<file path="src/dwb_pkg.sv">
package dwb_pkg;

	// default raster size
	localparam int IMAGE_WIDTH_DEF  = 640;
	localparam int IMAGE_HEIGHT_DEF = 480;

	// item field widths
	localparam int ADDR_W  = 19;
	localparam int TEXEL_W = 32;
	localparam int OX_W    = 10;
	localparam int OY_W    = 9;
	localparam int DISP_W  = 8;
	localparam int FRAC_W  = 3;

	// signed source coordinate width, wide enough for the largest compare
	localparam int CRD_W = 14;

	// 2x2 bank interleave by row and column parity
	localparam int BANKS  = 4;
	localparam int BSEL_W = 2;

	// filter arithmetic
	localparam int CHANS       = 3;
	localparam int CHAN_W      = 8;
	localparam int WGT_W       = 7;
	localparam int PROD_W      = 15;
	localparam int SUM_W       = 14;
	localparam int BLEND_SHIFT = 6;
	localparam logic [3:0] WEIGHT_ONE   = 4'h8;
	localparam logic [7:0] ALPHA_OPAQUE = 8'hFF;

	// reciprocal scale for the address split
	localparam int RECIP_SHIFT = 32;

	// input tdata layout
	localparam int IN_ADDR_LSB  = 0;
	localparam int IN_VALUE_LSB = IN_ADDR_LSB + ADDR_W;
	localparam int IN_OX_LSB    = IN_VALUE_LSB + TEXEL_W;
	localparam int IN_OY_LSB    = IN_OX_LSB + OX_W;
	localparam int IN_DX_LSB    = IN_OY_LSB + OY_W;
	localparam int IN_DY_LSB    = IN_DX_LSB + DISP_W;
	localparam int IN_TDATA_W   = 88;

	// output tdata layout
	localparam int OUT_INSIDE_BIT = TEXEL_W;
	localparam int OUT_TDATA_W    = 40;

	typedef enum logic {
		ACT_WRITE  = 1'b0,
		ACT_RENDER = 1'b1
	} action_t;

	typedef enum logic {
		MODE_NEAREST  = 1'b0,
		MODE_BILINEAR = 1'b1
	} mode_t;

	// render control traveling beside the bank reads
	typedef struct packed {
		logic              valid;
		action_t           act;
		logic              in_range;
		logic [FRAC_W-1:0] fx;
		logic [FRAC_W-1:0] fy;
		logic              px;
		logic              py;
	} ctl_t;

	function automatic int idx_w(input int n);
		return (n > 1) ? $clog2(n) : 1;
	endfunction

endpackage

</file>
<file path="src/dwb_tex_bank.sv">
module dwb_tex_bank #(
	parameter int DEPTH = 2
) (
	input  logic                               clk,
	input  logic                               en,
	input  logic                               we,
	input  logic [dwb_pkg::idx_w(DEPTH)-1:0]   addr,
	input  logic [dwb_pkg::TEXEL_W-1:0]        wdata,
	output logic [dwb_pkg::TEXEL_W-1:0]        rdata
);

	logic [dwb_pkg::TEXEL_W-1:0] mem [DEPTH];

	always_ff @(posedge clk) begin
		if (en) begin
			if (we) begin
				mem[addr] <= wdata;
			end
			rdata <= mem[addr];
		end
	end

endmodule

</file>
<file path="config.mk">
export PLATFORM = sky130hd
export DESIGN_NAME = dwb_tex_bank
export DESIGN_NICKNAME = d
export VERILOG_FILES = /design/src/dwb_pkg.sv /design/src/dwb_tex_bank.sv
export SDC_FILE = /design/constraint.sdc
export NUM_CORES = 1
export LEC_CHECK = 0
export BUFFER_PORTS_ARGS = -buffer_cell sky130_fd_sc_hd__buf_2
export CAP_MARGIN = 20
export CORE_MARGIN = 8
export CORE_UTILIZATION = 54
export DETAILED_ROUTE_END_ITERATION = 10
export GPL_TIMING_DRIVEN = 0
export PLACE_DENSITY = 0.78
export SYNTH_ARGS = -nofsm -noshare
export SYNTH_HDL_FRONTEND = slang
export SYNTH_SLANG_ARGS = --single-unit
</file>
<file path="constraint.sdc">
create_clock -name clk -period 2.8 [get_ports clk]
set_input_delay 0.56 -clock clk [delete_from_list [all_inputs] [get_ports clk]]
set_output_delay 0.56 -clock clk [all_outputs]
set_load 0.05 [all_outputs]
</file>
==> metrics.md <==
| Metric | Value |
|---|---|
| Num rows | 29 |
| TritonCTS Buffers | 9 |
| Clock power share | 28.4% |
| #FFs+latches synth | 96 |
| Worst-case reg-to-reg path depth | 1 |
| Unrepaired setup endpoints after global routing | no |
| Setup CP Type | primary input to register |
| Drt drc | 0 |
| Area Overhead vs Synth | 17.55% |
| Initial Util | 54.95% |
| Net Sw Frac | 23.55% |
| Setup ws final | 0.7900 ns |
| Layout Nets | 247 |
| WP data required | 2.78 ns |
| Via density | 4.952 |
| Ant. Diodes | 0 |
| Status | completed |
| TritonCTS clock tree | built |
| Die Height | 95.70 um |
| Met3 Use GR | 3.978% |
| Mapped Nets | 170 |
| Final GP Congestion | 0.7160 |
| DRT antenna net count | 0 |
| Clock slew at reported path FFs | 0.09 ns |
| CTS Buffer Depth | 2 |
| Cells after Synth | 134 |
| Crit end category | register |
| Placed Area | 3859 sq um |
| WL/cell | 16.92 um |
| Cts hold-fix bufs | 0 |
| Total wire length | 4957 um |
| Antenna violations before repair | 0 |
| Core Region | 6241 sq um |
| Worst Skew | 0.005466 ns |
| Post-synth top cells | 96 x edfxtp_1, 28 x mux2_4, 4 x mux2_2 |
| PD cells | 675.2 nW/um^2 |
| First-pass GRT wire length | 7507 um |
| Worst path bufs/invs | 1 |
| CP Cell Sequence | buf_2 -> and3_2 |
| IO Pins | 68 |
| Max Cap Viol | 0 |
| Crit path to | mem[1][5] |
| IO buf count | 66 |
| Critical R2R Launch | mem[0][6] |
| Total Power | 2.722 mW |
| Slew at the pin closest to its max-slew limit | 0.7698 ns |
| Crit. Startpoint | en |
| Final Cycle Share | 71.79% |
| Comb power frac | 9.7% |
| Die X | 95.70 um |
| DR pass1 iterations | 4 |
| Top FF cell, synth | edfxtp_1 |
| Gr usage total | 11.43% |
| Pint | 2.081 mW |
| GR Util met1 | 11.00% |
| Worst min path class | primary input to register |
| Nature of the critical path startpoint | primary input |
| Initial DRC Count | 59 |
| Pin count of the biggest net entering global routing | 35 |
| CP Depth | 2 |
| CP max-delay cell | and3_2 |
| Synth area leaders | edfxtp_1 84%, mux2_4 12%, mux2_2 1.3%, buf_12 1.2%, buf_8 0.44% |
| Full die area | 9158 sq um |
| Sw Pwr | 641.1 uW |
| Global route hottest layer | met2 |
| Top-count cell post-synth | edfxtp_1 |
| Finished Cell Area | 4031 sq um |
| Htree depth | 3 |
| Critical path's largest stage delay | 0.82 ns |
| Sequential Power Share | 61.9% |
| Max-slew violations | 0 |
| Syn Std Cell Area | 3430 sq um |
| R2r endpoint | rdata[6] |
| GRT Residual Overflow | 0 |
| Met2 usage | 20.17% |
| Pre-CTS setup slack | 0.3667 ns |
| Synth area leader | edfxtp_1 |
| Share of layout cells above drive strength 1 | 55.56% |
| Worst EP arrival | 1.99 ns |
| Vias in the first global route | 1,627 |
| Clk_lat worst skew | 0.34 ns |
| Largest fanout on the critical path | 34 |
| Clock sink total | 96 |
| Top-area cell type share of the netlist area | 84.06% |
| Setup Buffers After CTS | 0 |
| Fraction of registers with async set/reset | 0% |
| Resized Gates After CTS | 0 |
| Minimum clock period | 2.010 ns |
| Vias | 1,451 |
| Clock root buffer | clkbuf_8 |
| Max Fclk | 0.4975 GHz |
| CP top delay family | simple AND/OR/NAND/NOR gates |
| R2r setup slk | 1.88 ns |
| Final core utilization | 64.60% |
| Distinct cells, synth | 8 |
| Slew HR | 48.68% |
| Final Hold Viols | 0 |
| Sequential area share after synthesis | 84.06% |
| Setup_tns | 0 ns |
| Hpwl dp | 3284 um |
| Post-synth EDFFs | 96 |
| Lkg Pwr | 1.527 nW |
| Syn Area/Cell | 25.59 sq um |
| Synth Warn # | 0 |
| # setup viols final | 0 |
| Max VDD drop | 0.4693 mV |
==> power by group through the flow <==
stage / clock (mW) / sequential [mW] / combinational (mW)
2_1_floorplan: 0 / 1.82 / 0.0823
3_3_place_gp: 0 / 1.72 / 0.262
3_5_place_dp: 0 / 1.72 / 0.268
4_1_cts: 0.799 / 1.69 / 0.268
5_1_grt: 0.847 / 1.69 / 0.277
6_report: 0.773 / 1.69 / 0.264
==> layer usage <==
metal	vias to the layer above	part of all wire [%]
met5	-	0
met4	0	2.6
met3	11	4.9
met2	38	57
met1	714	36
li1	688	-
==> flip-flops by register name, indices dropped and copies added, names as in the netlist <==
name and count:
rdata 32, mem 64
==> metrics by stage <==
stage | std cells | hold slack [ns]
after floorplan | 134 | 0.5231
after global placement | 277 | 0.5273
after detailed placement | 277 | 0.5311
after CTS | 293 | 0.3776
after global routing | 293 | 0.3749
final | 293 | 0.3975
==> kinds of logic (layout without fill, tap and decap cells) <==
logic type	count (synthesis)	after routing	share of synthesized area, %
mux	32	32	13.57
flops	96	96	84.06
buf+inv	4	86	1.933
simple gates	2	2	0.4380
==> area by class of cell <==
| class | instances | area [sq um] |
|---|---|---|
| Sequential cell | 96 | 2883 |
| Fill cell | 428 | 2210 |
| Multi-Input combinational cell | 34 | 483.0 |
| Timing Repair Buffer | 66 | 330.3 |
| Clock buffer | 9 | 123.9 |
| Tap cell | 77 | 96.34 |
| Buffer | 4 | 66.31 |
| Clock inverter | 7 | 48.80 |
==> worst min path at each step <==
stage / from / end / cells after the start
2_1_floorplan: mem[1][0] / rdata[0] / 1
3_3_place_gp: mem[1][30] / rdata[30] / 1
3_5_place_dp: mem[1][31] / rdata[31] / 1
4_1_cts: wdata[24] / mem[1][24] / 1
5_1_grt: wdata[24] / mem[1][24] / 1
6_report: wdata[13] / mem[1][13] / 1
==> layout by cell type (no fill, tap or decap) <==
cell	n
mux2_2	4
buf_6	1
clkinvlp_4	4
buf_2	66
clkinv_4	1
buf_12	2
clkbuf_8	9
edfxtp_1	96
and3_2	1
buf_8	1
mux2_4	28
and3b_2	1
clkinv_2	2
No activity file was read; power rests on OpenSTA's default activity.
