===== src/dwb_pkg.sv =====
package dwb_pkg;

	// default raster size
	localparam int IMAGE_WIDTH_DEF  = 640;
	localparam int IMAGE_HEIGHT_DEF = 480;

	// item field widths
	localparam int ADDR_W  = 19;
	localparam int TEXEL_W = 32;
	localparam int OX_W    = 10;
	localparam int OY_W    = 9;
	localparam int DISP_W  = 8;
	localparam int FRAC_W  = 3;

	// signed source coordinate width, wide enough for the largest compare
	localparam int CRD_W = 14;

	// 2x2 bank interleave by row and column parity
	localparam int BANKS  = 4;
	localparam int BSEL_W = 2;

	// filter arithmetic
	localparam int CHANS       = 3;
	localparam int CHAN_W      = 8;
	localparam int WGT_W       = 7;
	localparam int PROD_W      = 15;
	localparam int SUM_W       = 14;
	localparam int BLEND_SHIFT = 6;
	localparam logic [3:0] WEIGHT_ONE   = 4'h8;
	localparam logic [7:0] ALPHA_OPAQUE = 8'hFF;

	// reciprocal scale for the address split
	localparam int RECIP_SHIFT = 32;

	// input tdata layout
	localparam int IN_ADDR_LSB  = 0;
	localparam int IN_VALUE_LSB = IN_ADDR_LSB + ADDR_W;
	localparam int IN_OX_LSB    = IN_VALUE_LSB + TEXEL_W;
	localparam int IN_OY_LSB    = IN_OX_LSB + OX_W;
	localparam int IN_DX_LSB    = IN_OY_LSB + OY_W;
	localparam int IN_DY_LSB    = IN_DX_LSB + DISP_W;
	localparam int IN_TDATA_W   = 88;

	// output tdata layout
	localparam int OUT_INSIDE_BIT = TEXEL_W;
	localparam int OUT_TDATA_W    = 40;

	typedef enum logic {
		ACT_WRITE  = 1'b0,
		ACT_RENDER = 1'b1
	} action_t;

	typedef enum logic {
		MODE_NEAREST  = 1'b0,
		MODE_BILINEAR = 1'b1
	} mode_t;

	// render control traveling beside the bank reads
	typedef struct packed {
		logic              valid;
		action_t           act;
		logic              in_range;
		logic [FRAC_W-1:0] fx;
		logic [FRAC_W-1:0] fy;
		logic              px;
		logic              py;
	} ctl_t;

	function automatic int idx_w(input int n);
		return (n > 1) ? $clog2(n) : 1;
	endfunction

endpackage


===== src/dwb_blend.sv =====
module dwb_blend (
	input  logic                         clk,
	input  logic                         arst_n,
	input  logic                         en,
	input  dwb_pkg::mode_t               filter_mode,
	input  dwb_pkg::ctl_t                ctl,
	input  logic [dwb_pkg::TEXEL_W-1:0]  rdata [dwb_pkg::BANKS],
	output logic                         res_valid,
	output logic [dwb_pkg::TEXEL_W-1:0]  pixel,
	output logic                         inside_res
);

	localparam int NB = dwb_pkg::BANKS;
	localparam int NC = dwb_pkg::CHANS;
	localparam int CH = dwb_pkg::CHAN_W;

	logic [7:0]                   wx [2];
	logic [7:0]                   wy [2];
	logic [7:0]                   wfull [NB];

	dwb_pkg::ctl_t                ctl_s5;
	logic [dwb_pkg::WGT_W-1:0]    w_s5 [NB];

	logic [dwb_pkg::TEXEL_W-1:0]  t [NB];
	logic [dwb_pkg::PROD_W-1:0]   prod [NB][NC];

	dwb_pkg::ctl_t                ctl_s6;
	logic [dwb_pkg::PROD_W-1:0]   prod_s6 [NB][NC];
	logic [dwb_pkg::TEXEL_W-1:0]  t0_s6;

	logic [dwb_pkg::SUM_W-1:0]    sum [NC];
	logic [dwb_pkg::TEXEL_W-1:0]  blended;

	// corner weights (8-f) and f
	always_comb begin
		wx[0] = 8'(dwb_pkg::WEIGHT_ONE - {1'b0, ctl.fx});
		wx[1] = 8'(ctl.fx);
		wy[0] = 8'(dwb_pkg::WEIGHT_ONE - {1'b0, ctl.fy});
		wy[1] = 8'(ctl.fy);
		for (int k = 0; k < NB; k++) begin
			wfull[k] = wx[k & 1] * wy[(k >> 1) & 1];
		end
	end

	always_ff @(posedge clk or negedge arst_n) begin
		if (!arst_n) begin
			ctl_s5 <= '0;
			ctl_s6 <= '0;
		end else if (en) begin
			ctl_s5 <= ctl;
			ctl_s6 <= ctl_s5;
		end
	end

	// corner k sits in the bank whose parity differs from the source by k
	always_comb begin
		for (int k = 0; k < NB; k++) begin
			t[k] = rdata[dwb_pkg::BSEL_W'(k) ^ {ctl_s5.py, ctl_s5.px}];
			for (int c = 0; c < NC; c++) begin
				prod[k][c] = t[k][c*CH +: CH] * w_s5[k];
			end
		end
	end

	always_comb begin
		for (int c = 0; c < NC; c++) begin
			sum[c] = dwb_pkg::SUM_W'(prod_s6[0][c] + prod_s6[1][c]
				+ prod_s6[2][c] + prod_s6[3][c]);
		end
		blended = {dwb_pkg::ALPHA_OPAQUE,
			sum[2][dwb_pkg::BLEND_SHIFT +: CH],
			sum[1][dwb_pkg::BLEND_SHIFT +: CH],
			sum[0][dwb_pkg::BLEND_SHIFT +: CH]};
		res_valid  = ctl_s6.valid && (ctl_s6.act == dwb_pkg::ACT_RENDER);
		inside_res = ctl_s6.in_range;
		if (!ctl_s6.in_range) begin
			pixel = '0;
		end else if (filter_mode == dwb_pkg::MODE_BILINEAR) begin
			pixel = blended;
		end else begin
			pixel = t0_s6;
		end
	end

	always_ff @(posedge clk) begin
		if (en) begin
			for (int k = 0; k < NB; k++) begin
				w_s5[k] <= wfull[k][dwb_pkg::WGT_W-1:0];
			end
			prod_s6 <= prod;
			t0_s6   <= t[0];
		end
	end

endmodule


===== config.mk =====
export PLATFORM = sky130hd
export DESIGN_NAME = dwb_blend
export DESIGN_NICKNAME = d
export VERILOG_FILES = /design/src/dwb_pkg.sv /design/src/dwb_blend.sv
export SDC_FILE = /design/constraint.sdc
export NUM_CORES = 2
export LEC_CHECK = 0
export BUFFER_PORTS_ARGS = -buffer_cell sky130_fd_sc_hd__buf_2
export CAP_MARGIN = 20
export CORE_ASPECT_RATIO = 0.7
export CORE_MARGIN = 10
export CORE_UTILIZATION = 35
export DETAILED_ROUTE_END_ITERATION = 6
export PLACE_DENSITY_LB_ADDON = 0.15
export SYNTH_ARGS = -nofsm -noshare
export SYNTH_HDL_FRONTEND = slang
export SYNTH_SLANG_ARGS = --single-unit

===== constraint.sdc =====
create_clock -name clk -period 6.9 [get_ports clk]
set_input_delay 0.69 -clock clk [delete_from_list [all_inputs] [get_ports clk]]
set_output_delay 0.69 -clock clk [all_outputs]
set_load 0.05 [all_outputs]

==> run metrics <==
Die Height around 280 um; Avg Cell Area, Syn around 11 um2; die footprint 0.111 mm2; layout cell share with drive strength beyond 1 0.116; Max Fanout on Critical Path 35; slowest stage delay, CP between 0.7 and 0.8 ns; critical path required time roughly 7.2 ns; final setup TNS 0 ns; Setup crit start kind flop; Site Rows 95; top post-synthesis cells by area fa_1 24%, edfxtp_1 20%, ha_1 17%, and2_1 10%, mux4_2 6.8%; Yosys reg bits approximately 230; initial antenna violation count 8; FFs w/ async S/R, synth 0.0345; post-route ant nets 0; DRT iter0 DRCs ~1800; initial core utilization 0.355; Fillers around 9500; CTS Buf Count 29; top_reg_cell synth edfxtp_1; Post-synth EDFFs between 200 and 250; drt pass-1 iters 5; Clock Latency Late Sink 0.61 ns; unrepaired setup endpoints after global routing no; wire per inst 20.9 um; num ports between 150 and 200; clock-pin slew on the worst setup and hold paths ~0.07 ns; Max-slew headroom 0.293; Critical-path top delay cell dfrtp_4; synth-to-layout area growth 10.2%; TritonCTS clock tree done; CTS max path bufs 3; post-synth top area cell fa_1; Tcrit/Tclk final 0.883; Placeable Area 0.0964 mm2; Worst Path Buf+Inv 5; H-tree depth 1; clock sinks 232; Least-Margin Pin Slew between 1 and 1.5 ns; Final Skew 0.0290 ns; final WL slightly below 100 mm; Critical path origin ctl_s5[0]$_DFFE_PN0P_; Netlist Area Pre-Place between 0.03 and 0.04 mm2; Port Buf Inserts 176; hold_sp ctl[9]; outcome finished clean; post-route minimum period between 6 and 7 ns; sequential share of the synthesized area 0.203; top cell type's share of synthesized area 0.237; critical-path cell list buf_4 > mux4_2 > and2_1 > fa_1 > inv_1 > fa_1 > inv_1 > fa_1 > inv_1 > fa_1 > inv_1 > ha_1 > nor4_1 > o31ai_1 > o41ai_1 > xnor2_1; final hold viol count 0; CTS Root Cell clkbuf_16; final setup fails 0; GRT overflow 0; gpl congestion approximately 0.87; DR vias between 20000 and 25000; nets 4341; synth warn 0; DRC errors left 0; Top Family by Delay on Critical Path adder cells; multi-input combinational cell area 0.0255 mm2; Synth cell types 63; Worst Setup Path Type flop to flop; largest net degree at the start of global routing roughly 140; hpwl dp a little under 80 mm; Hold Path Class primary input to flop; first-pass GRT wire length ~150 mm; vias in the first global route 23630; GRT Util Overall 0.175; max-slew violation count 0; die width between 300 and 400 um; Seq. cell area 0.00693 mm2; Max Clk Rate 164 MHz; synthesized net count between 4000 and 5000; # Max-Cap Violations 0; Post-Synthesis Cells ~3200; critical path arrival around 6.4 ns; RR Startpoint ctl_s5[0]$_DFFE_PN0P_; vias per inst 5.02; Critical Path End Type flop
## sequential cells by signal (all words and copies together) (netlist names)
signal,flops
prod_s6,168
inside_res,1
ctl_s6,2
t0_s6,32
ctl_s5,5
w_s5,24
## layout make-up
cell class,count,area share
multi-input cells,2491,0.678
flip-flops and latches,232,0.184
well taps,1309,0.0435
inverters,365,0.0364
repair buffers,217,0.0331
clock buffers,33,0.0197
clock inverters,20,0.00558
diodes,2,0.000133
## per-layer routing
metal | up-vias | global-route usage | part of all wire
met5 | - | 0 | 0
met2 | 599 | 0.239 | 0.39
met3 | 52 | 0.0284 | 0.059
met1 | 11685 | 0.288 | 0.54
li1 | 11092 | - | -
met4 | 0 | 0.0230 | 0.014
## per-stage QoR
step	setup slack, ns	cells	utilization	hold WS, ns	area (um2)
finish	0.806	4669	0.391	0.316	37700
global route	0.440	4667	0.391	0.298	37700
CTS	0.826	4667	0.391	0.270	37700
floorplan	1.58	3176	-	0.394	34200
global placement	0.881	4612	0.380	0.470	36700
detailed placement	0.863	4613	0.381	0.489	36700
## final timing paths
| kind | slack [ns] | endpoint | depth (start not counted) |
|---|---|---|---|
| worst min-delay path | 0.32 | ctl_s5[9]$_DFFE_PN0P_ | 2 |
| worst min register to register | 0.50 | inside_res$_DFFE_PN0P_ | 2 |
| min in group asynchronous | 0.47 | ctl_s5[0]$_DFFE_PN0P_ | 2 |
| worst max-delay path | 0.81 | prod_s6[178]$_DFFE_PP_ | 16 |
| max in group asynchronous | 6.21 | ctl_s5[1]$_DFFE_PN0P_ | 2 |
| worst max register to register | 0.81 | prod_s6[178]$_DFFE_PP_ | 16 |
## synthesized netlist by cell type, types with 9 or more instances
cell type / count
ha_1: 457
o21ai_0: 36
mux4_2: 104
nand2_1: 195
and3_1: 16
nor2b_1: 25
o311ai_1: 10
xnor2_1: 138
clkbuf_1: 63
edfxtp_1: 224
a21oi_1: 93
a2111oi_0: 10
o21a_1: 16
xor2_1: 36
inv_1: 364
or3_1: 11
a21o_1: 28
fa_1: 405
nand2b_1: 27
buf_2: 17
and2_1: 554
a211oi_1: 19
nor4_1: 9
nor3_1: 37
a211o_1: 10
nand3_1: 36
nor2_1: 105
o21ai_1: 9
or2_2: 9
## worst reg2reg max path: cells and delay by family, from the launching register on
family | cells | cell delay [ns]
compound gates | 2 | 0.59
xor+xnor | 1 | 0.12
fa+ha+maj | 5 | 2.23
buf+inv | 5 | 0.62
flops | 1 | 0.78
mux | 1 | 0.71
simple gates | 2 | 0.79
## logic make-up after synthesis
family,count (synthesis),share of synthesized area
compound gates,299,0.0589
xor+xnor,174,0.0446
fa+ha+maj,862,0.404
buf+inv,453,0.0511
flops,232,0.203
mux,113,0.0714
simple gates,1043,0.167
## placed cells by master, fill, tap and decap left out, types with 19 or more instances in the layout
cell type / instances
xor2_1: 36
edfxtp_1: 224
nand2_1: 195
inv_1: 364
o21ai_0: 36
a21oi_1: 93
nor2_1: 104
nor2b_1: 25
a21o_1: 28
clkbuf_16: 29
buf_2: 175
ha_1: 457
nand3_1: 36
fa_1: 405
mux4_2: 104
and2_1: 554
nor3_1: 37
nand2b_1: 27
xnor2_1: 138
buf_4: 37
a211oi_1: 19
## repair_timing
action / CTS / global route
hold buffers: 1 / 0
setup buffers: 0 / 0
hold endpoints to repair: 8 / 0
resized for setup: 0 / 0
Power is not shown: default switching activity piles up to over one toggle a cycle in this logic, so the estimate is an artifact.
