<file path="config.mk">
export PLATFORM = sky130hd
export DESIGN_NAME = dwb_addr_pipe
export DESIGN_NICKNAME = d
export VERILOG_FILES = /design/src/dwb_pkg.sv /design/src/dwb_addr_pipe.sv
export SDC_FILE = /design/constraint.sdc
export NUM_CORES = 1
export LEC_CHECK = 0
export ABC_CLOCK_PERIOD_IN_PS = 6100
export BUFFER_PORTS_ARGS = -buffer_cell sky130_fd_sc_hd__buf_2
export CAP_MARGIN = 20
export CORE_MARGIN = 2
export CORE_UTILIZATION = 60
export CTS_CLUSTER_DIAMETER = 30
export DETAILED_ROUTE_END_ITERATION = 16
export PLACE_DENSITY = 0.81
export SLEW_MARGIN = 20
export SYNTH_ARGS = -nofsm -noshare
export SYNTH_HDL_FRONTEND = slang
export SYNTH_SLANG_ARGS = --single-unit
</file>
<file path="constraint.sdc">
create_clock -name clk -period 6.1 [get_ports clk]
set_input_delay 0.915 -clock clk [delete_from_list [all_inputs] [get_ports clk]]
set_output_delay 0.915 -clock clk [all_outputs]
set_load 0.02 [all_outputs]
</file>
<file path="src/dwb_pkg.sv">
package dwb_pkg;

	// default raster size
	localparam int IMAGE_WIDTH_DEF  = 640;
	localparam int IMAGE_HEIGHT_DEF = 480;

	// item field widths
	localparam int ADDR_W  = 19;
	localparam int TEXEL_W = 32;
	localparam int OX_W    = 10;
	localparam int OY_W    = 9;
	localparam int DISP_W  = 8;
	localparam int FRAC_W  = 3;

	// signed source coordinate width, wide enough for the largest compare
	localparam int CRD_W = 14;

	// 2x2 bank interleave by row and column parity
	localparam int BANKS  = 4;
	localparam int BSEL_W = 2;

	// filter arithmetic
	localparam int CHANS       = 3;
	localparam int CHAN_W      = 8;
	localparam int WGT_W       = 7;
	localparam int PROD_W      = 15;
	localparam int SUM_W       = 14;
	localparam int BLEND_SHIFT = 6;
	localparam logic [3:0] WEIGHT_ONE   = 4'h8;
	localparam logic [7:0] ALPHA_OPAQUE = 8'hFF;

	// reciprocal scale for the address split
	localparam int RECIP_SHIFT = 32;

	// input tdata layout
	localparam int IN_ADDR_LSB  = 0;
	localparam int IN_VALUE_LSB = IN_ADDR_LSB + ADDR_W;
	localparam int IN_OX_LSB    = IN_VALUE_LSB + TEXEL_W;
	localparam int IN_OY_LSB    = IN_OX_LSB + OX_W;
	localparam int IN_DX_LSB    = IN_OY_LSB + OY_W;
	localparam int IN_DY_LSB    = IN_DX_LSB + DISP_W;
	localparam int IN_TDATA_W   = 88;

	// output tdata layout
	localparam int OUT_INSIDE_BIT = TEXEL_W;
	localparam int OUT_TDATA_W    = 40;

	typedef enum logic {
		ACT_WRITE  = 1'b0,
		ACT_RENDER = 1'b1
	} action_t;

	typedef enum logic {
		MODE_NEAREST  = 1'b0,
		MODE_BILINEAR = 1'b1
	} mode_t;

	// render control traveling beside the bank reads
	typedef struct packed {
		logic              valid;
		action_t           act;
		logic              in_range;
		logic [FRAC_W-1:0] fx;
		logic [FRAC_W-1:0] fy;
		logic              px;
		logic              py;
	} ctl_t;

	function automatic int idx_w(input int n);
		return (n > 1) ? $clog2(n) : 1;
	endfunction

endpackage

</file>
<file path="src/dwb_addr_pipe.sv">
module dwb_addr_pipe #(
	parameter int IMAGE_WIDTH  = dwb_pkg::IMAGE_WIDTH_DEF,
	parameter int IMAGE_HEIGHT = dwb_pkg::IMAGE_HEIGHT_DEF
) (
	input  logic                                clk,
	input  logic                                arst_n,
	input  logic                                en,
	input  logic                                in_valid,
	input  dwb_pkg::action_t                    action,
	input  logic [dwb_pkg::ADDR_W-1:0]          texel_address,
	input  logic [dwb_pkg::TEXEL_W-1:0]         texel_value,
	input  logic [dwb_pkg::OX_W-1:0]            out_x,
	input  logic [dwb_pkg::OY_W-1:0]            out_y,
	input  logic signed [dwb_pkg::DISP_W-1:0]   disp_x,
	input  logic signed [dwb_pkg::DISP_W-1:0]   disp_y,
	output dwb_pkg::ctl_t                       ctl,
	output logic [dwb_pkg::BANKS-1:0]           bank_we,
	output logic [dwb_pkg::idx_w(((IMAGE_WIDTH + 1) / 2) * ((IMAGE_HEIGHT + 1) / 2))-1:0]
		bank_addr [dwb_pkg::BANKS],
	output logic [dwb_pkg::TEXEL_W-1:0]         bank_wdata
);

	localparam int HW         = (IMAGE_WIDTH + 1) / 2;
	localparam int HH         = (IMAGE_HEIGHT + 1) / 2;
	localparam int BANK_DEPTH = HW * HH;
	localparam int BA_W       = dwb_pkg::idx_w(BANK_DEPTH);
	localparam int RIDX_W     = dwb_pkg::idx_w(HH);
	localparam int CIDX_W     = dwb_pkg::idx_w(HW);
	localparam int AW         = dwb_pkg::ADDR_W;
	localparam int PW         = AW + dwb_pkg::RECIP_SHIFT;
	localparam int CW         = dwb_pkg::CRD_W;
	localparam int FW         = dwb_pkg::FRAC_W;

	localparam logic [31:0]   TEX_DEPTH = 32'(IMAGE_WIDTH * IMAGE_HEIGHT);
	localparam logic [31:0]   RECIP     = 32'((64'd1 << dwb_pkg::RECIP_SHIFT) / IMAGE_WIDTH);
	localparam logic [AW-1:0] W_A       = AW'(IMAGE_WIDTH);
	localparam logic [BA_W-1:0] HW_BA   = BA_W'(HW);
	localparam logic signed [CW-1:0] XMAX = CW'(IMAGE_WIDTH - 1);
	localparam logic signed [CW-1:0] YMAX = CW'(IMAGE_HEIGHT - 1);

	// stage 1: captured item
	logic                         valid_s1;
	dwb_pkg::action_t             act_s1;
	logic [AW-1:0]                addr_s1;
	logic [dwb_pkg::TEXEL_W-1:0]  value_s1;
	logic [dwb_pkg::OX_W-1:0]     ox_s1;
	logic [dwb_pkg::OY_W-1:0]     oy_s1;
	logic signed [dwb_pkg::DISP_W-1:0] dx_s1;
	logic signed [dwb_pkg::DISP_W-1:0] dy_s1;

	logic [PW-1:0]                prod_recip;
	logic                         wr_ok;
	logic signed [CW-1:0]         sx;
	logic signed [CW-1:0]         sy;
	logic                         in_range;

	// stage 2: quotient estimate, source coordinate
	logic                         valid_s2;
	dwb_pkg::action_t             act_s2;
	logic                         wr_ok_s2;
	logic [AW-1:0]                addr_s2;
	logic [dwb_pkg::TEXEL_W-1:0]  value_s2;
	logic [AW-1:0]                qest_s2;
	logic signed [CW-1:0]         sx_s2;
	logic signed [CW-1:0]         sy_s2;
	logic                         inside_s2;
	logic [FW-1:0]                fx_s2;
	logic [FW-1:0]                fy_s2;

	logic [2*AW-1:0]              qw;
	logic [AW-1:0]                rest;
	logic [RIDX_W-1:0]            ry;
	logic [BA_W-1:0]              rb;

	// stage 3: remainder estimate, row base
	logic                         valid_s3;
	dwb_pkg::action_t             act_s3;
	logic                         wr_ok_s3;
	logic [dwb_pkg::TEXEL_W-1:0]  value_s3;
	logic [AW-1:0]                q_s3;
	logic [AW-1:0]                r_s3;
	logic [BA_W-1:0]              rb_s3;
	logic [CIDX_W-1:0]            cx_s3;
	logic                         px_s3;
	logic                         py_s3;
	logic                         inside_s3;
	logic [FW-1:0]                fx_s3;
	logic [FW-1:0]                fy_s3;

	logic [AW-1:0]                wrow;
	logic [AW-1:0]                wcol;
	logic [BA_W-1:0]              raddr [dwb_pkg::BANKS];

	// stage 4: bank requests
	logic                         valid_s4;
	dwb_pkg::action_t             act_s4;
	logic                         wr_ok_s4;
	logic [dwb_pkg::TEXEL_W-1:0]  value_s4;
	logic [RIDX_W-1:0]            wrow_s4;
	logic [CIDX_W-1:0]            wcol_s4;
	logic [dwb_pkg::BSEL_W-1:0]   wbank_s4;
	logic [BA_W-1:0]              raddr_s4 [dwb_pkg::BANKS];
	logic                         px_s4;
	logic                         py_s4;
	logic                         inside_s4;
	logic [FW-1:0]                fx_s4;
	logic [FW-1:0]                fy_s4;

	logic [BA_W-1:0]              waddr;

	always_ff @(posedge clk or negedge arst_n) begin
		if (!arst_n) begin
			valid_s1 <= 1'b0;
			valid_s2 <= 1'b0;
			valid_s3 <= 1'b0;
			valid_s4 <= 1'b0;
		end else if (en) begin
			valid_s1 <= in_valid;
			valid_s2 <= valid_s1;
			valid_s3 <= valid_s2;
			valid_s4 <= valid_s3;
		end
	end

	// stage 1 logic: reciprocal product, displaced source and range test
	always_comb begin
		prod_recip = PW'(addr_s1) * PW'(RECIP);
		wr_ok      = 32'(addr_s1) < TEX_DEPTH;
		sx = CW'($signed({1'b0, ox_s1})) + CW'(dx_s1 >>> FW);
		sy = CW'($signed({1'b0, oy_s1})) + CW'(dy_s1 >>> FW);
		in_range = !sx[CW-1] && (sx < XMAX) && !sy[CW-1] && (sy < YMAX);
	end

	// stage 2 logic: remainder estimate, bank row base
	always_comb begin
		qw   = (2*AW)'(qest_s2) * (2*AW)'(W_A);
		rest = addr_s2 - qw[AW-1:0];
		ry   = RIDX_W'(sy_s2[CW-1:1]);
		rb   = BA_W'(ry) * HW_BA;
	end

	// stage 3 logic: quotient correction, per-bank read addresses
	always_comb begin
		if (r_s3 >= W_A) begin
			wrow = q_s3 + AW'(1);
			wcol = r_s3 - W_A;
		end else begin
			wrow = q_s3;
			wcol = r_s3;
		end
		for (int b = 0; b < dwb_pkg::BANKS; b++) begin
			// even bank row or column steps past an odd source coordinate
			raddr[b] = ((b & 2) != 0 ? rb_s3 : rb_s3 + (py_s3 ? HW_BA : BA_W'(0)))
				+ BA_W'(cx_s3) + BA_W'((b & 1) == 0 && px_s3);
		end
	end

	// stage 4 logic: write address and bank request fan-out
	always_comb begin
		waddr = BA_W'(wrow_s4) * HW_BA + BA_W'(wcol_s4);
		for (int b = 0; b < dwb_pkg::BANKS; b++) begin
			bank_we[b] = valid_s4 && (act_s4 == dwb_pkg::ACT_WRITE) && wr_ok_s4
				&& (wbank_s4 == dwb_pkg::BSEL_W'(b));
			bank_addr[b] = (act_s4 == dwb_pkg::ACT_WRITE) ? waddr : raddr_s4[b];
		end
		bank_wdata   = value_s4;
		ctl.valid    = valid_s4;
		ctl.act      = act_s4;
		ctl.in_range = inside_s4;
		ctl.fx       = fx_s4;
		ctl.fy       = fy_s4;
		ctl.px       = px_s4;
		ctl.py       = py_s4;
	end

	always_ff @(posedge clk) begin
		if (en) begin
			act_s1   <= action;
			addr_s1  <= texel_address;
			value_s1 <= texel_value;
			ox_s1    <= out_x;
			oy_s1    <= out_y;
			dx_s1    <= disp_x;
			dy_s1    <= disp_y;

			act_s2    <= act_s1;
			wr_ok_s2  <= wr_ok;
			addr_s2   <= addr_s1;
			value_s2  <= value_s1;
			qest_s2   <= prod_recip[PW-1:dwb_pkg::RECIP_SHIFT];
			sx_s2     <= sx;
			sy_s2     <= sy;
			inside_s2 <= in_range;
			fx_s2     <= dx_s1[FW-1:0];
			fy_s2     <= dy_s1[FW-1:0];

			act_s3    <= act_s2;
			wr_ok_s3  <= wr_ok_s2;
			value_s3  <= value_s2;
			q_s3      <= qest_s2;
			r_s3      <= rest;
			rb_s3     <= rb;
			cx_s3     <= CIDX_W'(sx_s2[CW-1:1]);
			px_s3     <= sx_s2[0];
			py_s3     <= sy_s2[0];
			inside_s3 <= inside_s2;
			fx_s3     <= fx_s2;
			fy_s3     <= fy_s2;

			act_s4    <= act_s3;
			wr_ok_s4  <= wr_ok_s3;
			value_s4  <= value_s3;
			wrow_s4   <= RIDX_W'(wrow >> 1);
			wcol_s4   <= CIDX_W'(wcol >> 1);
			wbank_s4  <= {wrow[0], wcol[0]};
			raddr_s4  <= raddr;
			px_s4     <= px_s3;
			py_s4     <= py_s3;
			inside_s4 <= inside_s3;
			fx_s4     <= fx_s3;
			fy_s4     <= fy_s3;
		end
	end

endmodule

</file>
==> results.toml, run 1 <==
[run_status]
status = "complete, no violations"

[route]
drt_iter0_drc = 977
vias_per_cell = 5.32
wl_per_cell_um = 18.2
vias = 12000
drtPass1Iterations = 7
ant_nets = 0
wl_um = 40900
post-route-drc-count = 0

[sta]
maxSlewViolCount = 0
maxSlewHeadroom_pct = 40.0
worst_slew_pin_slew_ns = 0.900
fmax_mhz = 167
period_share_pct = 98.2
period_minus_slack_ns = 5.99
setup_viol = 0
hold_violations = 0
fin_skew_ns = 0.0220
setup_ws_ns = 0.110

[worst_setup_path]
cp-start-kind = "register"
required_ns = 6.43
crit_slowest_cell = "fa_1"
critPathMaxStageDelay_ns = 0.63
crit_top_cell = "inv_1"
path_max_fanout = 5
worstPathArrival_ns = 6.32
crit_chain = "inv_1 > ha_1 > inv_1 > fa_1 > fa_1 > inv_1 > fa_2 > inv_1 > fa_1 > inv_1 > fa_1 > inv_1 > ha_1 > and3_1 > a21o_1 > o2111ai_1 > nand4_1 > buf_4 > a311oi_2 > o21bai_1 > a21oi_1 > xnor2_1"
worstSetupPathType = "reg -> reg"
endpoint_kind = "register"

[die]
dieArea_um2 = 35800
core_um2 = 33600
ios = 206
initial_core_util_pct = 61.1
die_x_um = 189
rows = 67
die_h_um = 189

[synthesis]
syn_nets = 1874
syn_avg_cell_area_um2 = 13.9
ys.flop_type = "edfxtp_1"
ys_seq_elements = 389
synth_commonest_cells = "385 x edfxtp_1, 218 x inv_1, 206 x ha_1, 100 x nand2_1, 95 x fa_1"
ys_types = 60
synth_edf_count = 385
synth-async-reset-ratio_pct = 1.03
synth_top_area_cell = "edfxtp_1"
synth_area_um2 = 20600
synth_most_common_cell = "edfxtp_1"
synthTopCellsByArea = "edfxtp_1 56%, ha_1 13%, fa_1 9.3%"
ys_warn_count = 0
yosys.area.top_type_share_pct = 56.2
ys_seq_area_share_pct = 56.7
syn_inst = 1482

[place]
place.gp.congestion = 0.910
io_buffers = 205
dp.final_hpwl_um = 28400
pre_cts_ws_ns = 0.0410

[clock_tree]
cts_tree = "built"
cts_sinks = 389
cts_root_buf = "clkbuf_16"
insertion_delay_ns = 0.59
clkTransAtPathRegs_ns = 0.05
numCtsBuffers = 72
cts_buffer_depth = 3
ctsHtreeMaxLevel = 3
postCtsHoldBufs = 0

[finish]
final_layout_size_suffix_gt1_share_pct = 20.0
syn2layout_area_growth_pct = 20.3
num-nets-final = 2139
fill_cells = 2072
utilization_pct = 73.6

[job]
drv_cap = 0

[power_and_ir_drop]
p_per_area_nw_per_um2 = 643
leakage_nw = 11.0
vdd_drop_max_uv = 429
total_power_mw = 15.9

[global_route]
gr-total-overflow = 0
grtUsageTotal_pct = 23.7
grt_max_degree = 151
grt_pass1_wl_um = 65200
grt_pass1_vias = 12700
antenna_found_initial = 3

[hold_path]
hp-class = "in -> async"
what timing repair did:
item | 4_1_cts | 5_1_grt
setup endpoints to repair | 0 | 4
resized for setup | 0 | 5
setup buffers | 0 | 6
cell usage in the layout (no fill, tap or decap), types with 5 or more instances in the layout:
cell type and n:
clkinv_2 5, o21ai_0 27, nand4_1 10, nand2_1 100
o21a_1 5, edfxtp_1 385, clkbuf_1 5, nor2_1 46
a21oi_1 51, inv_1 218, inv_6 11, o21bai_1 9
clkbuf_16 73, bufinv_16 12, a211oi_1 6, buf_2 204
mux2_2 5, nand2b_1 15, nor3_1 9, nand3_1 24
a21o_1 44, fa_1 94, ha_1 206, nor2b_1 14
xnor2_1 75, and3_1 14, clkinv_4 9, buf_4 10
xor2_1 33
registers in the layout, indices dropped and copies added (netlist names), 8 cells and up:
name	cells
raddr_s4	56
bank_wdata	32
value_s1	32
value_s2	32
value_s3	32
addr_s1	19
addr_s2	19
r_s3	19
rb_s3	11
ox_s1	10
qest_s2	10
sx_s2	10
cx_s3	9
oy_s1	9
q_s3	9
sy_s2	9
wcol_s4	9
dx_s1	8
dy_s1	8
wrow_s4	8
through the flow:
stage | setup TNS (ns) | instances | cell area [µm²] | hold WS [ns]
CTS | 0 | 2246 | 24700 | 0.107
finish | 0 | 2253 | 24700 | 0.132
detailed placement | 0 | 2115 | 22100 | 0.405
global placement | 0 | 2115 | 22100 | 0.400
global route | -0.111 | 2253 | 24700 | 0.113
floorplan | 0 | 1482 | 20600 | 0.400
critical path: cells and delay by family (launching register included):
family                     cells  cell delay [ns]
AOI/OAI and AO/OA              5             0.96
xor gates and xnor gates       1             0.09
adders and majority gates      7             3.37
buffers and inverters          7             0.58
DFF                            1             0.40
and+or+nand+nor                2             0.31
metal layers:
metal  track usage [%]  up-vias  share of wire, %
li1                  -     5744                 -
met1              29.3     5787                41
met2              40.8      353                50
met3              5.30       94               5.4
met4              9.04        4               3.1
met5                 0        -             0.059
cells by family (layout without fill, tap and decap cells):
logic type	Yosys count	count (layout)	synth area share, %
AO/OA/AOI/OAI	177	177	5.64
XOR/XNOR	109	109	4.68
adder cells (fa/ha/maj)	301	301	21.8
buffers and inverters	244	566	4.80
flip-flops	389	389	56.7
multiplexers	5	5	0.274
other	0	1	0
AND/OR/NAND/NOR	257	257	6.09
cell type report:
class	instances	area, µm²	share of cell area, %
Sequential cell	389	11700	47.2
Tap cell	448	561	2.27
Clock inverter	53	761	3.08
Antenna cell	1	2.50	0.0101
Multi-Input combinational cell	849	7930	32.1
Timing Repair Buffer	217	1150	4.65
Inverter	218	818	3.31
Clock buffer	78	1850	7.46
path summary, 6_finish.rpt:
check                                to         start  slack [ns]  cells after the start
setup / recovery             qest_s2[7]   addr_s1[14]        0.11                     22
hold / removal                 valid_s4        arst_n        0.13                      1
setup reg to reg             qest_s2[7]   addr_s1[14]        0.11                     22
hold reg to reg            value_s3[10]  value_s2[10]        0.40                      0
max in group asynchronous      valid_s1        arst_n        5.85                      1
min in group clk           value_s3[10]  value_s2[10]        0.40                      0
report_power, final:
part	internal, mW	switching [mW]	total [mW]
Combinational	3.26	4.59	7.85
Clock	2.76	1.44	4.20
Sequential	3.62	0.224	3.85
Total	9.64	6.25	15.9
Note: power is estimated with default switching activity, not from simulation.
==> inputs of run 2 (changes only) <==
--- a/config.mk
+++ b/config.mk
@@ -8,7 +8,6 @@
 export ABC_CLOCK_PERIOD_IN_PS = 6100
 export BUFFER_PORTS_ARGS = -buffer_cell sky130_fd_sc_hd__buf_2
 export CAP_MARGIN = 20
-export CORE_MARGIN = 2
 export CORE_UTILIZATION = 60
 export CTS_CLUSTER_DIAMETER = 30
 export DETAILED_ROUTE_END_ITERATION = 16
==> run 2 against run 1 <==
  * Clock power shrank 12%
  * Via count down 0.68%
  * Critical path type unchanged
  * Routed wire length down 3.9%
  * First-iteration DRC count is 30% lower
  * Setup slack improved by 0.078 ns
  * Critical endpoint unchanged
==> results.toml, run 2 (synthesis gave the netlist of run 1 again) <==
[worst_setup_path]
cp-start-kind = "register"
endpoint_kind = "register"
r2r_cells = 20
path_max_fanout = 5
r2r-start = "addr_s1[13]"
reg2reg_to = "qest_s2[7]"
worstSetupPathType = "reg -> reg"
r2r_slack_ns = 0.19
required_ns = 6.40
worstPathArrival_ns = 6.21

[sta]
setup_ws_ns = 0.188
period_share_pct = 96.9
hold_slack_ns = 0.156
maxSlewHeadroom_pct = 37.5
hold_violations = 0
period_minus_slack_ns = 5.91
setup_viol = 0
maxSlewViolCount = 0
fin_skew_ns = 0.0290
fmax_mhz = 169
worst_slew_pin_slew_ns = 0.938
rsz0062_at_grt = "true"

[job]
drv_cap = 0

[clock_tree]
ctsHtreeMaxLevel = 3
clkTransAtPathRegs_ns = 0.05
numCtsBuffers = 67
cts_tree = "built"
cts_sinks = 389
insertion_delay_ns = 0.58
cts_buffer_depth = 3
cts_root_buf = "clkbuf_16"
postCtsHoldBufs = 0

[power_and_ir_drop]
total_power_mw = 15.4
leakage_nw = 10.8
combPwrFrac_pct = 50.9
switching_share_pct = 39.6
pwr-share-clk_pct = 24.1
p_per_area_nw_per_um2 = 628
p_sw_mw = 6.08
sequentialPowerShare_pct = 25.0
intPower_mw = 9.27
vdd_drop_max_uv = 532

[route]
drt_iter0_drc = 686
wl_um = 39400
vias_per_cell = 5.30
ant_nets = 0
post-route-drc-count = 0
wl_per_cell_um = 17.5
drtPass1Iterations = 5
vias = 11900

[run_status]
status = "complete, no violations"

[die]
ios = 206
core_um2 = 33600
initial_core_util_pct = 61.1
die_x_um = 187
die_h_um = 187
dieArea_um2 = 35000
rows = 67

[finish]
final_common_cell = "edfxtp_1"
final_layout_size_suffix_gt1_share_pct = 20.1
largest_register = "raddr_s4"
syn2layout_area_growth_pct = 19.0
num-nets-final = 2137
final_cell_mix = "385 x edfxtp_1, 215 x inv_1, 205 x ha_1, 204 x buf_2, 100 x nand2_1"
layout.cells.non_filler = 2246
largest_register_ff_count = 56

[global_route]
grtUsageTotal_pct = 23.2
grt_max_degree = 163
grt_pass1_wl_um = 63600
gr-total-overflow = 0
grt_pass1_vias = 12600
antenna_found_initial = 2

[hold_path]
hp-class = "in -> async"

[place]
dp.final_hpwl_um = 28200
io_buffers = 205
place_inst = 2114
place.gp.congestion = 0.879
pre_cts_ws_ns = 0.0469
[run 2: changes by cell type in the layout (fill, tap and decap cells not counted), sizes merged]
cell and delta:
buf +3, bufinv -5, inv -6, clkinvlp +5
clkbuf -5, clkinv +1
[run 2: how the worst max path moves through the flow]
stage / startpoint / to / slack, ns
2_1_floorplan: addr_s1[13] / qest_s2[7] / 0.54
3_3_place_gp: addr_s1[13] / qest_s2[7] / 0.22
3_5_place_dp: addr_s1[13] / qest_s2[9] / 0.05
4_1_cts: addr_s1[13] / qest_s2[9] / 0.004
5_1_grt: addr_s1[14] / qest_s2[7] / -0.06
6_report: addr_s1[13] / qest_s2[7] / 0.19
[run 2: metrics by stage]
stage               setup TNS (ns)  cell area [µm²]  utilization [%]
global route                -0.146            24500             72.7
global placement                 0            22000             65.6
finish                           0            24500             72.7
detailed placement               0            22000             65.6
floorplan                        0            20600                -
CTS                              0            24300             72.4
[run 2: power groups by stage]
stage,Sequential (mW),Combinational [mW],Clock (mW)
2_1_floorplan,3.82,5.59,0
3_3_place_gp,3.86,7.23,0
3_5_place_dp,3.88,7.48,0
4_1_cts,3.84,7.60,3.77
5_1_grt,3.88,8.84,3.89
6_report,3.84,7.81,3.70
[run 2: timing repair]
item / 4_1_cts / 5_1_grt
gates resized for setup: 0 / 14
endpoints found under the setup margin: 0 / 4
buffers inserted: 0 / 10
[run 2: area by class of cell]
class	count	area [µm²]
well taps	448	561
diodes	1	2.50
clock buffers	73	1720
multi-input cells	849	7960
fillers	2086	9160
flip-flops and latches	389	11700
inverters	218	818
repair buffers	220	1170
clock inverters	48	557
[run 2: layer usage]
metal	routed length, µm	up-vias	track usage [%]
li1	-	5733	-
met1	16700	5786	28.6
met2	19900	313	41.0
met3	1900	67	4.77
met4	776	2	7.41
met5	10	-	0
[run 2: worst max-delay path, stage by stage (launching register included)]
cell and delay, ns:
edfxtp_1 0.44, ha_1 0.33, inv_2 0.06, fa_2 0.50, fa_1 0.58, inv_1 0.06, fa_2 0.55, inv_1 0.09
fa_1 0.53, inv_1 0.05, fa_1 0.52, inv_1 0.04, ha_1 0.31, and3_4 0.19, a21o_1 0.19, o2111ai_2 0.18
nand4_1 0.24, a311oi_2 0.38, o21bai_1 0.15, a21oi_1 0.17, xnor2_1 0.08
==> inputs of run 3 (changes only) <==
--- a/config.mk
+++ b/config.mk
@@ -5,13 +5,14 @@
 export SDC_FILE = /design/constraint.sdc
 export NUM_CORES = 1
 export LEC_CHECK = 0
+export ABC_AREA = 1
 export ABC_CLOCK_PERIOD_IN_PS = 6100
 export BUFFER_PORTS_ARGS = -buffer_cell sky130_fd_sc_hd__buf_2
 export CAP_MARGIN = 20
-export CORE_UTILIZATION = 60
+export CORE_UTILIZATION = 61
 export CTS_CLUSTER_DIAMETER = 30
 export DETAILED_ROUTE_END_ITERATION = 16
-export PLACE_DENSITY = 0.81
+export PLACE_DENSITY = 0.82
 export SLEW_MARGIN = 20
 export SYNTH_ARGS = -nofsm -noshare
 export SYNTH_HDL_FRONTEND = slang
==> run 3 against run 2 <==
  * Area after synthesis rose by 9.2%
  * Non-clock buffer count fell by 11
  * Synthesized cell count rose by 40%
  * Global-route usage rose by 6.4 points
  * Fmax rose by 7.5%
  * Critical endpoint unchanged
==> results.toml, run 3 <==
[clock_tree]
cts_tree = "built"
post-cts-setup-buffers = 0
insertion_delay_ns = 0.59
cts_root_buf = "clkbuf_16"
cts_resized = 0
cts_buffer_depth = 3
numCtsBuffers = 74
postCtsHoldBufs = 0
ctsHtreeMaxLevel = 3
clkTransAtPathRegs_ns = 0.04
cts_sinks = 389

[finish]
fill_cells = 2278
largest_register_ff_count = 56
finalInstanceArea_um2 = 26500
n_antenna_cell = 0
final_layout_size_suffix_gt1_share_pct = 15.8
num-nets-final = 2729
largest_register = "raddr_s4"
final_cell_mix = "471 x nand2_1, 385 x edfxtp_1, 360 x inv_1, 206 x ha_1, 204 x buf_2"
syn2layout_area_growth_pct = 18.2
final_common_cell = "nand2_1"

[worst_setup_path]
endpoint = "qest_s2[7]"
critPathMaxStageDelay_ns = 0.62
reg2reg_to = "qest_s2[7]"
worstSetupPathType = "reg -> reg"
cp_num_cells = 17
required_ns = 6.42
worstPathArrival_ns = 5.82
r2r_cells = 17
r2r-start = "addr_s1[13]"
critPathLaunch = "addr_s1[13]"
worst-path-buf-inv = 5
crit_slowest_cell = "fa_1"
cp-start-kind = "register"
crit_chain = "ha_1 > inv_1 > fa_1 > fa_1 > inv_1 > fa_1 > inv_1 > fa_1 > inv_1 > fa_1 > inv_1 > ha_1 > nand2_1 > nor4_1 > nand3b_1 > nand4_1 > nand2_1"
crit_family = "adder cells"
path_max_fanout = 5
endpoint_kind = "register"
r2r_slack_ns = 0.60

[synthesis]
synth_top_area_cell = "edfxtp_1"
syn_inst = 2080
synthTopCellsByArea = "edfxtp_1 52%, ha_1 11%, fa_1 8.5%"
ys_types = 42
synth_most_common_cell = "nand2_1"
ys_seq_area_share_pct = 52.0
synth_area_um2 = 22400
syn_avg_cell_area_um2 = 10.8
ys_seq_elements = 389
ys_warn_count = 0
syn_nets = 2472
synth_edf_count = 385
synth-async-reset-ratio_pct = 1.03
yosys.area.top_type_share_pct = 51.5
synth_commonest_cells = "471 x nand2_1, 385 x edfxtp_1, 360 x inv_1, 206 x ha_1"
ys.flop_type = "edfxtp_1"

[sta]
maxSlewHeadroom_pct = 40.8
fmax_mhz = 182
period_share_pct = 90.2
hold_slack_ns = 0.132
setup_viol = 0
setup_tns_ns = 0
fin_skew_ns = 0.0204
maxSlewViolCount = 0
period_minus_slack_ns = 5.50
worst_slew_pin_slew_ns = 0.889
hold_violations = 0
rsz0062_at_grt = "false"

[route]
vias = 15600
wl_per_cell_um = 18.8
vias_per_cell = 5.47
wl_um = 53800
drtPass1Iterations = 6
ant_nets = 0
post-route-drc-count = 0
drt_iter0_drc = 1104

[place]
dp.final_hpwl_um = 38800
io_buffers = 205
place.gp.congestion = 0.971
dpl_cell_area_um2 = 23900

[global_route]
grt_pass1_wl_um = 85700
grtUsageTotal_pct = 29.7
use_met3_pct = 5.71
grt-busiest-layer = "met2"
met2_usage_pct = 51.2
antenna_found_initial = 0
gr-usage-met1_pct = 37.1
grt_max_degree = 155
gr-total-overflow = 0
grt_pass1_vias = 16200

[die]
core_um2 = 35900
die_x_um = 194
initial_core_util_pct = 62.5
rows = 69
die_h_um = 194
ios = 206
dieArea_um2 = 37600

[run_status]
status = "complete, no violations"

[hold_path]
hp-class = "in -> async"

[job]
drv_cap = 0
-- run 3: worst min path at each step --
stage                                 to  slack (ns)  depth (start not counted)
final                           valid_s3        0.13                          1
after global routing            valid_s3        0.12                          1
after CTS                       valid_s3        0.11                          1
after detailed placement  bank_wdata[17]        0.40                          0
after global placement      value_s3[26]        0.40                          0
after floorplan                   act_s2        0.40                          0
-- run 3: metrics by stage --
step	utilization (%)	worst slack, ns	instances
floorplan	-	1.16	2080
global placement	66.6	0.744	2722
detailed placement	66.6	0.664	2722
CTS	73.8	0.614	2859
global route	73.8	0.256	2859
finish	73.8	0.601	2859
-- run 3: layout make-up --
cell class | instances | area (µm²) | area share [%]
sequential | 389 | 11700 | 44.0
multi-input combinational | 1299 | 9230 | 34.8
clock buffer | 81 | 1920 | 7.24
inverter | 364 | 1370 | 5.16
timing repair buffer | 209 | 1090 | 4.11
clock inverter | 56 | 666 | 2.51
tap | 461 | 577 | 2.18
-- run 3: kinds of logic (layout without fill, tap and decap cells) --
family | after synthesis | count (layout) | share of synthesized area [%]
buffers and inverters | 392 | 710 | 6.89
DFF | 389 | 389 | 52.0
adders and majority gates | 301 | 301 | 20.0
xor gates and xnor gates | 64 | 64 | 2.56
and+or+nand+nor | 779 | 779 | 14.8
AOI/OAI and AO/OA | 155 | 155 | 3.77
-- run 3: routing by layer --
metal  vias up  share of wire [%]
li1       7434                  -
met5         -                  0
met2       627                 49
met1      7437                 41
met4         0                3.0
met3       129                6.5
Power of run 3 is not shown: default switching activity piles up to over one toggle a cycle in this logic, so the estimate is an artifact.
